## config.mk

```make
export PLATFORM = sky130hd
export DESIGN_NAME = ema_light_dip_counter
export DESIGN_NICKNAME = d
export VERILOG_FILES = /design/src/rtl/emadip_pkg.sv /design/src/rtl/ema_light_dip_counter.sv /design/src/rtl/emadip_avg.sv
export VERILOG_INCLUDE_DIRS = /design/src /design/src/rtl
export SDC_FILE = /design/constraint.sdc
export NUM_CORES = 2
export LEC_CHECK = 0
export ABC_CLOCK_PERIOD_IN_PS = 36500
export BUFFER_PORTS_ARGS = -buffer_cell sky130_fd_sc_hd__buf_2
export CAP_MARGIN = 20
export CORE_UTILIZATION = 49
export CTS_CLUSTER_SIZE = 16
export DETAILED_ROUTE_END_ITERATION = 8
export GPL_TIMING_DRIVEN = 0
export PLACE_DENSITY = 0.76
export RECOVER_POWER = 50
export SYNTH_ARGS = -nofsm -noshare
export SYNTH_HDL_FRONTEND = slang
export SYNTH_SLANG_ARGS = --single-unit
```

## constraint.sdc

```tcl
create_clock -name aclk -period 36.5 [get_ports aclk]
set_clock_uncertainty 0.05 [all_clocks]
set_input_delay 5.475 -clock aclk [delete_from_list [all_inputs] [get_ports aclk]]
set_output_delay 5.475 -clock aclk [all_outputs]
set_load 0.05 [all_outputs]
```

## src/rtl/ema_light_dip_counter_assert.svh

```systemverilog
// Assertion macros used by the light dip counter RTL.
// Each macro checks on the rising clock edge and is disabled while reset is held.
`ifndef EMA_LIGHT_DIP_COUNTER_ASSERT_SVH
`define EMA_LIGHT_DIP_COUNTER_ASSERT_SVH

// The expression holds at every edge.
`define EMADIP_ASSERT_HOLDS(label, clk, rstn, expr, msg) \
    label: assert property (@(posedge clk) disable iff (!(rstn)) (expr)) \
        else $error(msg);

// When the condition holds, the property holds in the same cycle.
`define EMADIP_ASSERT_IMPLIES(label, clk, rstn, cond, prop, msg) \
    label: assert property (@(posedge clk) disable iff (!(rstn)) (cond) |-> (prop)) \
        else $error(msg);

// When the condition holds, the property holds in the next cycle.
`define EMADIP_ASSERT_NEXT(label, clk, rstn, cond, prop, msg) \
    label: assert property (@(posedge clk) disable iff (!(rstn)) (cond) |=> (prop)) \
        else $error(msg);

`endif

```

## src/rtl/emadip_pkg.sv

```systemverilog
`default_nettype none

package emadip_pkg;

    // Configuration register layout.
    localparam int CFG_INDEX_BITS = 2;
    localparam int CFG_DATA_BITS  = 16;
    localparam int WEIGHT_BITS    = 16;
    localparam int OFFSET_BITS    = 12;

    typedef enum logic [CFG_INDEX_BITS-1:0] {
        CFG_AVERAGE_WEIGHT  = 2'd0,
        CFG_DIP_THRESHOLD   = 2'd1,
        CFG_RECOVERY_OFFSET = 2'd2
    } cfg_index_t;

    localparam logic [WEIGHT_BITS-1:0] WEIGHT_RESET    = 16'd66;
    localparam logic [OFFSET_BITS-1:0] THRESHOLD_RESET = 12'd228;
    localparam logic [OFFSET_BITS-1:0] RECOVERY_RESET  = 12'd68;

    // Request kinds on the input stream.
    typedef enum logic {
        OP_SAMPLE       = 1'b0,
        OP_INTERVAL_END = 1'b1
    } op_t;

    // Counter widths and their saturation values.
    localparam int COUNT_BITS = 16;
    localparam int TOTAL_BITS = 48;
    localparam logic [COUNT_BITS-1:0] COUNT_MAX = {COUNT_BITS{1'b1}};
    localparam logic [TOTAL_BITS-1:0] TOTAL_MAX = {TOTAL_BITS{1'b1}};

endpackage

`default_nettype wire

```

## src/rtl/ema_light_dip_counter.sv

```systemverilog
// A request accepted into the input register shows its result on m_tvalid from the output
// register; the average update and dip tests form one registered pass between the two.
// Throughput: one request per cycle without stalls; the average multiply feedback sets it.
// A stalled result holds in the output register while one more request is buffered.
// Reset (aresetn low, synchronous) clears the average, dip state and all counters and
// restores the configuration registers to their defaults. No clearing pass is needed.
`default_nettype none

`include "ema_light_dip_counter_assert.svh"

module ema_light_dip_counter #(
    parameter int SAMPLE_BITS = 12,
    parameter int FRAC_BITS   = 16
) (
    input  wire logic aclk,
    input  wire logic aresetn,

    // Configuration write channel.
    input  wire logic                                    cfg_valid,
    output logic                                         cfg_ready,
    input  wire logic [emadip_pkg::CFG_INDEX_BITS-1:0]   cfg_index,
    input  wire logic [emadip_pkg::CFG_DATA_BITS-1:0]    cfg_data,

    // Input stream.
    input  wire logic                                    s_tvalid,
    output logic                                         s_tready,
    // Fields from bit 0: sample, zero padding to a whole byte.
    input  wire logic [((SAMPLE_BITS+7)/8)*8-1:0]        s_tdata,
    // Fields from bit 0: op.
    input  wire logic [0:0]                              s_tuser,

    // Result stream.
    output logic                                         m_tvalid,
    input  wire logic                                    m_tready,
    // Fields from bit 0: average_code, dip_count, interval_samples, total_samples,
    // in_dip, zero padding to a whole byte.
    output logic [((SAMPLE_BITS+2*emadip_pkg::COUNT_BITS+emadip_pkg::TOTAL_BITS+1+7)/8)*8-1:0]
                                                         m_tdata
);

    localparam int AW  = SAMPLE_BITS + FRAC_BITS;
    localparam int OB  = emadip_pkg::OFFSET_BITS;
    localparam int CB  = emadip_pkg::COUNT_BITS;
    localparam int TB  = emadip_pkg::TOTAL_BITS;
    localparam int WB  = emadip_pkg::WEIGHT_BITS;
    localparam int TW  = ((SAMPLE_BITS > OB) ? SAMPLE_BITS : OB) + FRAC_BITS + 1;
    localparam int OUT_BITS = SAMPLE_BITS + 2*CB + TB + 1;
    localparam int OUT_W    = ((OUT_BITS + 7) / 8) * 8;

    // Configuration registers.
    logic [WB-1:0] weight_reg;
    logic [OB-1:0] threshold_reg;
    logic [OB-1:0] recovery_reg;

    // Input register.
    logic                   in_valid_reg;
    emadip_pkg::op_t        in_op_reg;
    logic [SAMPLE_BITS-1:0] in_sample_reg;

    // Block state.
    logic [AW-1:0] average_reg,   average_next;
    logic          first_reg,     first_next;
    logic          dip_reg,       dip_next;
    logic [CB-1:0] dip_cnt_reg,   dip_cnt_next;
    logic [CB-1:0] int_cnt_reg,   int_cnt_next;
    logic [TB-1:0] total_cnt_reg, total_cnt_next;

    // Output register.
    logic             m_valid_reg;
    logic [OUT_W-1:0] m_data_reg;

    logic          advance;
    logic          fire;
    logic          s_accept;
    logic [AW-1:0] average_calc;
    logic [AW-1:0] fx;
    logic [TW-1:0] trig_level;
    logic [TW-1:0] reco_level;
    logic [TW-1:0] average_ext;
    logic [CB-1:0] dip_cnt_rep;
    logic [CB-1:0] int_cnt_rep;
    logic [TB-1:0] total_cnt_rep;
    logic          dip_rep;

    assign cfg_ready = 1'b1;
    assign advance   = !m_valid_reg || m_tready;
    assign fire      = in_valid_reg && advance;
    assign s_tready  = !in_valid_reg || advance;
    assign s_accept  = s_tvalid && s_tready;
    assign m_tvalid  = m_valid_reg;
    assign m_tdata   = m_data_reg;

    // Configuration writes; indexes beyond the list are dropped.
    always_ff @(posedge aclk) begin
        if (!aresetn) begin
            weight_reg    <= emadip_pkg::WEIGHT_RESET;
            threshold_reg <= emadip_pkg::THRESHOLD_RESET;
            recovery_reg  <= emadip_pkg::RECOVERY_RESET;
        end else if (cfg_valid) begin
            case (emadip_pkg::cfg_index_t'(cfg_index))
                emadip_pkg::CFG_AVERAGE_WEIGHT:  weight_reg    <= cfg_data[WB-1:0];
                emadip_pkg::CFG_DIP_THRESHOLD:   threshold_reg <= cfg_data[OB-1:0];
                emadip_pkg::CFG_RECOVERY_OFFSET: recovery_reg  <= cfg_data[OB-1:0];
                default: ;
            endcase
        end
    end

    // Input register holds one request ahead of the update pass.
    always_ff @(posedge aclk) begin
        if (!aresetn) begin
            in_valid_reg <= 1'b0;
        end else if (s_accept) begin
            in_valid_reg <= 1'b1;
        end else if (fire) begin
            in_valid_reg <= 1'b0;
        end
    end

    always_ff @(posedge aclk) begin
        if (s_accept) begin
            in_op_reg     <= emadip_pkg::op_t'(s_tuser[0]);
            in_sample_reg <= s_tdata[SAMPLE_BITS-1:0];
        end
    end

    emadip_avg #(
        .SAMPLE_BITS (SAMPLE_BITS),
        .FRAC_BITS   (FRAC_BITS)
    ) u_avg (
        .average       (average_reg),
        .sample        (in_sample_reg),
        .weight        (weight_reg),
        .first_pending (first_reg),
        .average_next  (average_calc)
    );

    // Dip levels, compared against the freshly updated average.
    always_comb begin
        fx          = {in_sample_reg, {FRAC_BITS{1'b0}}};
        trig_level  = {{(TW-AW){1'b0}}, fx}
                    + {{(TW-OB-FRAC_BITS){1'b0}}, threshold_reg, {FRAC_BITS{1'b0}}};
        reco_level  = {{(TW-AW){1'b0}}, fx}
                    + {{(TW-OB-FRAC_BITS){1'b0}}, recovery_reg, {FRAC_BITS{1'b0}}};
        average_ext = {{(TW-AW){1'b0}}, average_calc};
    end

    // Next state and the values reported for this request.
    always_comb begin
        average_next  = average_reg;
        first_next    = first_reg;
        dip_rep       = dip_reg;
        dip_cnt_rep   = dip_cnt_reg;
        int_cnt_rep   = int_cnt_reg;
        total_cnt_rep = total_cnt_reg;
        if (in_op_reg == emadip_pkg::OP_SAMPLE) begin
            average_next = average_calc;
            first_next   = 1'b0;
            if (int_cnt_reg != emadip_pkg::COUNT_MAX) begin
                int_cnt_rep = int_cnt_reg + 1'b1;
            end
            if (total_cnt_reg != emadip_pkg::TOTAL_MAX) begin
                total_cnt_rep = total_cnt_reg + 1'b1;
            end
            // The start test takes priority over the end test.
            priority if (trig_level <= average_ext) begin
                if (!dip_reg) begin
                    dip_rep = 1'b1;
                    if (dip_cnt_reg != emadip_pkg::COUNT_MAX) begin
                        dip_cnt_rep = dip_cnt_reg + 1'b1;
                    end
                end
            end else if (reco_level >= average_ext) begin
                dip_rep = 1'b0;
            end else begin
                // Between the two levels the dip state holds.
                dip_rep = dip_reg;
            end
        end
        dip_next       = dip_rep;
        total_cnt_next = total_cnt_rep;
        if (in_op_reg == emadip_pkg::OP_INTERVAL_END) begin
            dip_cnt_next = '0;
            int_cnt_next = '0;
        end else begin
            dip_cnt_next = dip_cnt_rep;
            int_cnt_next = int_cnt_rep;
        end
    end

    // State update on each request that passes to the output register.
    always_ff @(posedge aclk) begin
        if (!aresetn) begin
            average_reg   <= '0;
            first_reg     <= 1'b1;
            dip_reg       <= 1'b0;
            dip_cnt_reg   <= '0;
            int_cnt_reg   <= '0;
            total_cnt_reg <= '0;
        end else if (fire) begin
            average_reg   <= average_next;
            first_reg     <= first_next;
            dip_reg       <= dip_next;
            dip_cnt_reg   <= dip_cnt_next;
            int_cnt_reg   <= int_cnt_next;
            total_cnt_reg <= total_cnt_next;
        end
    end

    // Output register.
    always_ff @(posedge aclk) begin
        if (!aresetn) begin
            m_valid_reg <= 1'b0;
        end else if (fire) begin
            m_valid_reg <= 1'b1;
        end else if (m_tready) begin
            m_valid_reg <= 1'b0;
        end
    end

    always_ff @(posedge aclk) begin
        if (fire) begin
            m_data_reg <= {{(OUT_W-OUT_BITS){1'b0}}, dip_rep, total_cnt_rep, int_cnt_rep,
                           dip_cnt_rep, average_next[AW-1:FRAC_BITS]};
        end
    end

    // Every started dip needs a sample in the same interval.
    `EMADIP_ASSERT_HOLDS(a_dip_le_interval, aclk, aresetn, dip_cnt_reg <= int_cnt_reg,
        "dip count exceeds interval sample count")
    // Interval samples are a subset of all samples.
    `EMADIP_ASSERT_HOLDS(a_interval_le_total, aclk, aresetn,
        ({{(TB-CB){1'b0}}, int_cnt_reg} <= total_cnt_reg),
        "interval sample count exceeds total sample count")
    // After a sample passes, the first-sample load is no longer pending.
    `EMADIP_ASSERT_NEXT(a_first_cleared, aclk, aresetn,
        fire && (in_op_reg == emadip_pkg::OP_SAMPLE), !first_reg && (total_cnt_reg != '0),
        "sample did not clear first-pending or count")
    // A buffered request that cannot advance stays buffered.
    `EMADIP_ASSERT_NEXT(a_input_held, aclk, aresetn, in_valid_reg && !advance, in_valid_reg,
        "buffered request lost under backpressure")
    // A request that passes always leaves a result waiting.
    `EMADIP_ASSERT_NEXT(a_result_made, aclk, aresetn, fire, m_valid_reg,
        "update pass produced no result")

endmodule

`default_nettype wire

```

## src/rtl/emadip_avg.sv

```systemverilog
`default_nettype none

module emadip_avg #(
    parameter int SAMPLE_BITS = 12,
    parameter int FRAC_BITS   = 16
) (
    input  wire logic [SAMPLE_BITS+FRAC_BITS-1:0]  average,
    input  wire logic [SAMPLE_BITS-1:0]            sample,
    input  wire logic [emadip_pkg::WEIGHT_BITS-1:0] weight,
    input  wire logic                              first_pending,
    output logic      [SAMPLE_BITS+FRAC_BITS-1:0]  average_next
);

    localparam int AW = SAMPLE_BITS + FRAC_BITS;
    localparam int WB = emadip_pkg::WEIGHT_BITS;
    localparam int PW = AW + WB + 2;
    localparam logic [PW-1:0] ROUND_HALF = {{(PW-WB){1'b0}}, 1'b1, {(WB-1){1'b0}}};

    logic        [AW-1:0] fx;
    logic signed [AW:0]   diff;
    logic signed [PW-1:0] diff_ext;
    logic signed [PW-1:0] weight_ext;
    logic signed [PW-1:0] product;
    logic signed [PW-1:0] rounded;
    logic signed [PW-1:0] step;

    // The blend avg*(1-w) + fx*w is rewritten as avg + (fx - avg)*w, so a single
    // signed multiply does the work. The arithmetic shift floors, which matches
    // rounding half up of the full sum since avg*65536 is exact.
    always_comb begin
        fx         = {sample, {FRAC_BITS{1'b0}}};
        diff       = $signed({1'b0, fx}) - $signed({1'b0, average});
        diff_ext   = {{(WB+1){diff[AW]}}, diff};
        weight_ext = {{(AW+2){1'b0}}, weight};
        product    = diff_ext * weight_ext;
        rounded    = product + $signed(ROUND_HALF);
        step       = rounded >>> WB;
        if (first_pending) begin
            average_next = fx;
        end else begin
            average_next = average + step[AW-1:0];
        end
    end

endmodule

`default_nettype wire
```

==> Word-level counts from Yosys, hierarchy flattened <==
Index checks and enable logic that the tools add are counted.
W data, S select, Z words.
{ "op_classes": {"n_addsub": 8, "mul": 1, "div_mod_pow": 0, "order_cmp": 2, "eq_ne": 5, "shifts": 0, "muxes": 19, "bitwise": 1, "reduce_logical": 13} }
{ "op_table": {"columns": ["cell", "count"], "rows": [
  ["$mux W16", 8],
  ["$mux W48", 2],
  ["$add A28 B28 Y29", 2],
  ["$mux W28", 2],
  ["$add A48 B1 Y48 const B", 1],
  ["$ne A48 B48 Y1 const B", 1],
  ["$add A44 B17 Y44 const B", 1],
  ["$mul A29 B17 Y44", 1],
  ["$add A16 B1 Y16 const B", 2],
  ["$ne A16 B16 Y1 const B", 2],
  ["$ge A29 B28 Y1", 1],
  ["$le A29 B28 Y1", 1],
  ["$sub A28 B28 Y29", 1],
  ["$add A28 B28 Y28", 1],
  ["$reduce_and A2 Y1", 4],
  ["$mux W1", 7],
  ["$reduce_bool A2 Y1", 2],
  ["$eq A2 B1 Y1 const B", 1],
  ["$eq A2 B2 Y1 const B", 1],
  ["$logic_and A1 B1 Y1", 2],
  ["$logic_not A1 Y1", 2],
  ["$logic_not A2 Y1", 1],
  ["$logic_or A1 B1 Y1", 2],
  ["$not A1 Y1", 1]
]} }
{ "totals": {"register_bits": 258, "latch_bits": 0, "mem_bits_rw": 0, "romBits": 0, "in_bits": 40, "out_inout_bits": 99, "elab_cells": 64, "mem_count": 0} }

==> Longest topological paths before layout <==
{ "logic_depth": {"ltp_word": 9, "ltp_mapped": 58, "mapped_depth_nobuf": 55} }

==> Modules after synthesis <==
From an unflattened synthesis, not the netlist that was laid out.
{ "unflattened": {"cells_unflattened": 3577, "hier_area_um2": 31657.9} }
{ "by_module_without_submodules": {"columns": ["module", "instances", "cells_each", "area_per_inst_um2", "seq_area_each_um2"], "rows": [
  ["emadip_avg", 1, 2219, 18888.1, 0.0],
  ["ema_light_dip_counter", 1, 1358, 12769.7, 6226.0]
]} }

==> Worst setup path after synthesis <==
Ideal clock, no wire load.
{ "synth_timing": {"path_kind": "register to register", "start": "register average_reg[2]", "end": "register m_data_reg[25] (netlist: m_tdata[25]), data pin", "setup_ns": 0.262, "arrival_time_ns": 11.734, "required_ns": 36.188, "setup_slack_ns": 24.454, "stages_incl_launch_ff": 50, "n_path_buf": 1, "synth_period_minus_slack_ns": 12.046, "path_cell_list": "dfxtp_1 -> or4_1 -> nor4_2 -> a31oi_1 -> o21bai_1 -> a21oi_1 -> o21ai_1 -> a21o_1 -> a21oi_1 -> xnor2_1 -> clkbuf_1 -> nand2_1 -> fa_1 -> fa_1 -> fa_1 -> inv_1 -> fa_1 -> fa_1 -> [14 not listed] -> ha_1 -> a21oi_1 -> o21ai_0 -> a21oi_2 -> o21bai_1 -> a21o_1 -> a21oi_1 -> xnor2_1 -> o21ai_0 -> ha_1 -> a21o_1 -> a211oi_1 -> o21ai_0 -> o21ba_2 -> o2bb2ai_1 -> o21ai_2 -> or3_1 -> mux2_1"} }
{ "synth_between": {"elab_chain_len": 8} }
{ "synth_lines": {"columns": ["item", "line", "source"], "rows": [
  ["from (decl)", "ema_light_dip_counter.sv:61", "logic [AW-1:0] average_reg, average_next;"],
  ["from (signal assigned)", "ema_light_dip_counter.sv:201", "average_reg <= average_next;"],
  ["$sub A28 B28 Y29", "emadip_avg.sv:32", "diff = $signed({1'b0, fx}) - $signed({1'b0, average});"],
  ["$mul A29 B17 Y44", "emadip_avg.sv:35", "product = diff_ext * weight_ext;"],
  ["$add A44 B17 Y44", "emadip_avg.sv:36", "rounded = product + $signed(ROUND_HALF);"],
  ["$add A28 B28 Y28 (*)", "emadip_avg.sv:41", "average_next = average + step[AW-1:0];"],
  ["$mux W28 (*)", "emadip_avg.sv:38", "if (first_pending) begin"],
  ["$le A29 B28 Y1 (*)", "ema_light_dip_counter.sv:166", "priority if (trig_level <= average_ext) begin"],
  ["$mux W16 (*)", "ema_light_dip_counter.sv:166", null],
  ["$mux W16 (*)", "ema_light_dip_counter.sv:156", "if (in_op_reg == emadip_pkg::OP_SAMPLE) begin"],
  ["net dip_cnt_rep[13]", "ema_light_dip_counter.sv:80", "logic [CB-1:0] dip_cnt_rep;"],
  ["to (signal assigned)", "ema_light_dip_counter.sv:223", "m_data_reg <= {{(OUT_W-OUT_BITS){1'b0}}, dip_rep, total_cnt_rep, int_cnt_rep,"],
  ["to (decl)", "ema_light_dip_counter.sv:70", "logic [OUT_W-1:0] m_data_reg;"]
]} }
Mark *: on every way through the listed nets, which the timed path passes. The rest lies on a longest branch.
A chain may end at the register's enable or synchronous reset.

==> Final worst setup path <==
{ "layout_timing": {"start": "register average_reg[0]", "end": "register m_data_reg[25] (netlist: m_tdata[25]), data pin"} }
The elaborated chain is that of the path after synthesis.

==> results.yml <==
status:
  status: "complete, no violations"
global_routing:
  grt_max_degree: 58
  antenna_found_initial: 4
  use_met3: 0.0365
  top_usage_layer: "met2"
  grt_use_met1: 0.350
  grt_overflow_total: 0
  use_met2: 0.446
  track_usage: 0.269
  grt_pass1_wl_um: 133000
  grt_pass1_vias: 24800
die:
  num_rows: 91
  ios: 139
  die_h_um: 252
  initial_core_util: 0.496
  die_w_um: 252
  die_area_um2: 63600
  coreArea_um2: 61800
clock_tree:
  cts_setup_buffers: 0
  ctsLongestPathBuffers: 3
  clkSlewWorstSetupHoldPaths_ps: 70
  clockRootBuffer: "clkbuf_16"
  insertion_delay_ps: 580
  cts_sinks: 258
  cts_tree: "done"
  cts_buffers: 28
  ctsResizeCount: 0
  ctsHtreeMaxLevel: 1
  holdBufCountCts: 0
synth:
  synth-adder-area-share: 0.374
  synth.most_common_cell: "inv_1"
  synth_mux_area_frac: 0.00628
  async_reset_ff_frac: 0
  synthesis.instances: 3427
  synth_area_leaders: "fa_1 29%, edfxtp_1 10%, dfxtp_1 9.9%"
  ys_seq_area_frac: 0.203
  yosysTopAreaCellShare: 0.285
  synth-edff-count: 106
  yosys-top-cells-count: "589 x inv_1, 437 x fa_1, 424 x nand2_1"
  synth_compound_gate_area_share: 0.0812
  synth.distinct_cells: 81
  synth_top_area_cell: "fa_1"
  synth_xor_area_frac: 0.0608
  ys.warnings.count: 0
  ys.flop_type: "dfxtp_1"
  synth-seq-cells: 258
  yosys.area_share.simple: 0.183
  netlist_area_um2: 30700
  syn_area_per_cell_um2: 8.96
  synth_top_family_by_area: "adder cells"
sta:
  worst_pin_slew_ps: 1040
  fin_crit_ps: 15150
  finalHoldViolCount: 0
  rsz0062_at_grt: "no"
  fmax_ghz: 0.0660
  fin_tns_setup_ps: 0
  maxSlewViolCount: 0
  maxSlewHeadroom: 0.290
  post-route-period-util: 0.415
  setup_violations: 0
detailed_routing:
  vias: 24400
  antenna_left: 0
  drc: 0
  drt_iter0_drc: 1821
  avgRoutedWirePerCell_um: 18.8
  firstDrtPassIters: 7
  vias_per_cell: 5.49
  wirelength_um: 83900
placement:
  port-buffer-count: 129
  place_congestion: 0.943
  place_area_um2: 32400
  dp_hpwl_um: 67500
layout:
  drive_gt1_frac: 0.0305
  syn_to_final_growth_pct: 8.16
  final_nets: 4286
  final_area_um2: 33200
  seqCellArea_um2: 6230
  largest_reg_flops: 93
  multiInputGateArea_um2: 21700
  fillers: 5631
pwr:
  p_seq_frac: 0.172
  p_int_uw: 941
  swShare: 0.495
  leakagePower_uw: 0.0153
  clkPwrFrac: 0.150
  pwr-share-comb: 0.679
  irDropWorstVdd_mv: 0.0603
  switching_power_uw: 921
  power.density_nw_per_um2: 56.1
worst_setup_path:
  cp.buffers_inverters: 8
  cpMaxStageDelayCell: "xnor2_1"
  critical_path_class: "reg -> reg"
  critPathMaxFanout: 10
  worstSetupEndpointType: "flop"
  critPathTopFamily: "compound AO/OA/AOI/OAI gates"
  crit_required_ps: 36780
  critPathLaunchType: "flop"
  arrival_ps: 15430
  critPathMaxStageDelay_ps: 650
job:
  maxCapViolCount: 0
min_path:
  hold_path.class: "reg -> reg"
==> layout by cell type (no fill, tap or decap), drive strengths merged, types with 6 or more instances in the layout <==
cell type and n:
mux2i 8, or3 21, nor2 198, inv 592, nor2b 17, mux2 10
nand2 424, a221oi 6, nand2b 20, xor2 90, a21o 30, buf 48
edfxtp 106, and2 257, a211oi 17, fa 437, o21a 15, nand4 33
clkinv 11, a31oi 13, dfxtp 152, or4 14, xnor2 123, nand3 65
a22oi 22, nor3 40, o21bai 13, ha 219, o211ai 14, o21ai 67
a21oi 138, nor4 11, and3 24, o31ai 8, clkbuf 270
==> power by group through the flow <==
stage | combinational [uW] | clock (uW) | sequential, uW
6_report | 1260 | 279 | 320
5_1_grt | 1410 | 293 | 320
4_1_cts | 1260 | 282 | 319
3_5_place_dp | 1250 | 0 | 325
3_3_place_gp | 1220 | 0 | 326
2_1_floorplan | 912 | 0 | 342
==> tightest hold or removal path, delay by kind of cell, from the launching register on <==
| kind | cells | cell delay [ps] |
|---|---|---|
| DFF | 1 | 320 |
| AOI/OAI and AO/OA | 1 | 50 |
| and+or+nand+nor | 1 | 50 |
==> kinds of logic after synthesis <==
kind of cell    Yosys count
flops                   258
simple gates           1151
mux                      18
compound gates          388
buf+inv                 741
xor+xnor                213
fa+ha+maj               656
other cells               2
==> path summary, 6_finish.rpt <==
| path | startpoint | to | slack (ps) | cells after the start |
|---|---|---|---|---|
| worst min register to register | recovery_reg[3] | recovery_reg[3] | 420 | 2 |
| worst max register to register | average_reg[0] | m_tdata[25] | 21350 | 55 |
| worst max-delay path | average_reg[0] | m_tdata[25] | 21350 | 55 |
| worst min-delay path | recovery_reg[3] | recovery_reg[3] | 420 | 2 |
==> cell type report <==
cell class | count | area share
antenna | 3 | 0.000226
clock inverter | 15 | 0.00384
timing repair buffer | 131 | 0.0167
clock buffer | 37 | 0.0231
tap | 837 | 0.0316
inverter | 591 | 0.0668
multi-input combinational | 2430 | 0.652
sequential | 258 | 0.188
buffer | 150 | 0.0178
==> metal layers <==
layer | vias up | part of all wire
li1 | 11200 | -
met1 | 12100 | 0.41
met2 | 925 | 0.47
met3 | 240 | 0.070
met4 | 0 | 0.050
met5 | - | 0
==> metrics by stage <==
step	power [uW]	utilization	setup slack, ps	instances	hold slack [ps]
6_report	1860	0.537	21350	4452	420
2_1_floorplan	1250	-	24450	3429	391
5_1_grt	2020	0.537	20580	4452	430
3_3_place_gp	1550	0.524	21780	4395	403
4_1_cts	1860	0.539	21590	4448	419
3_5_place_dp	1570	0.524	21700	4396	409
Power figures use the tool's default switching activity.
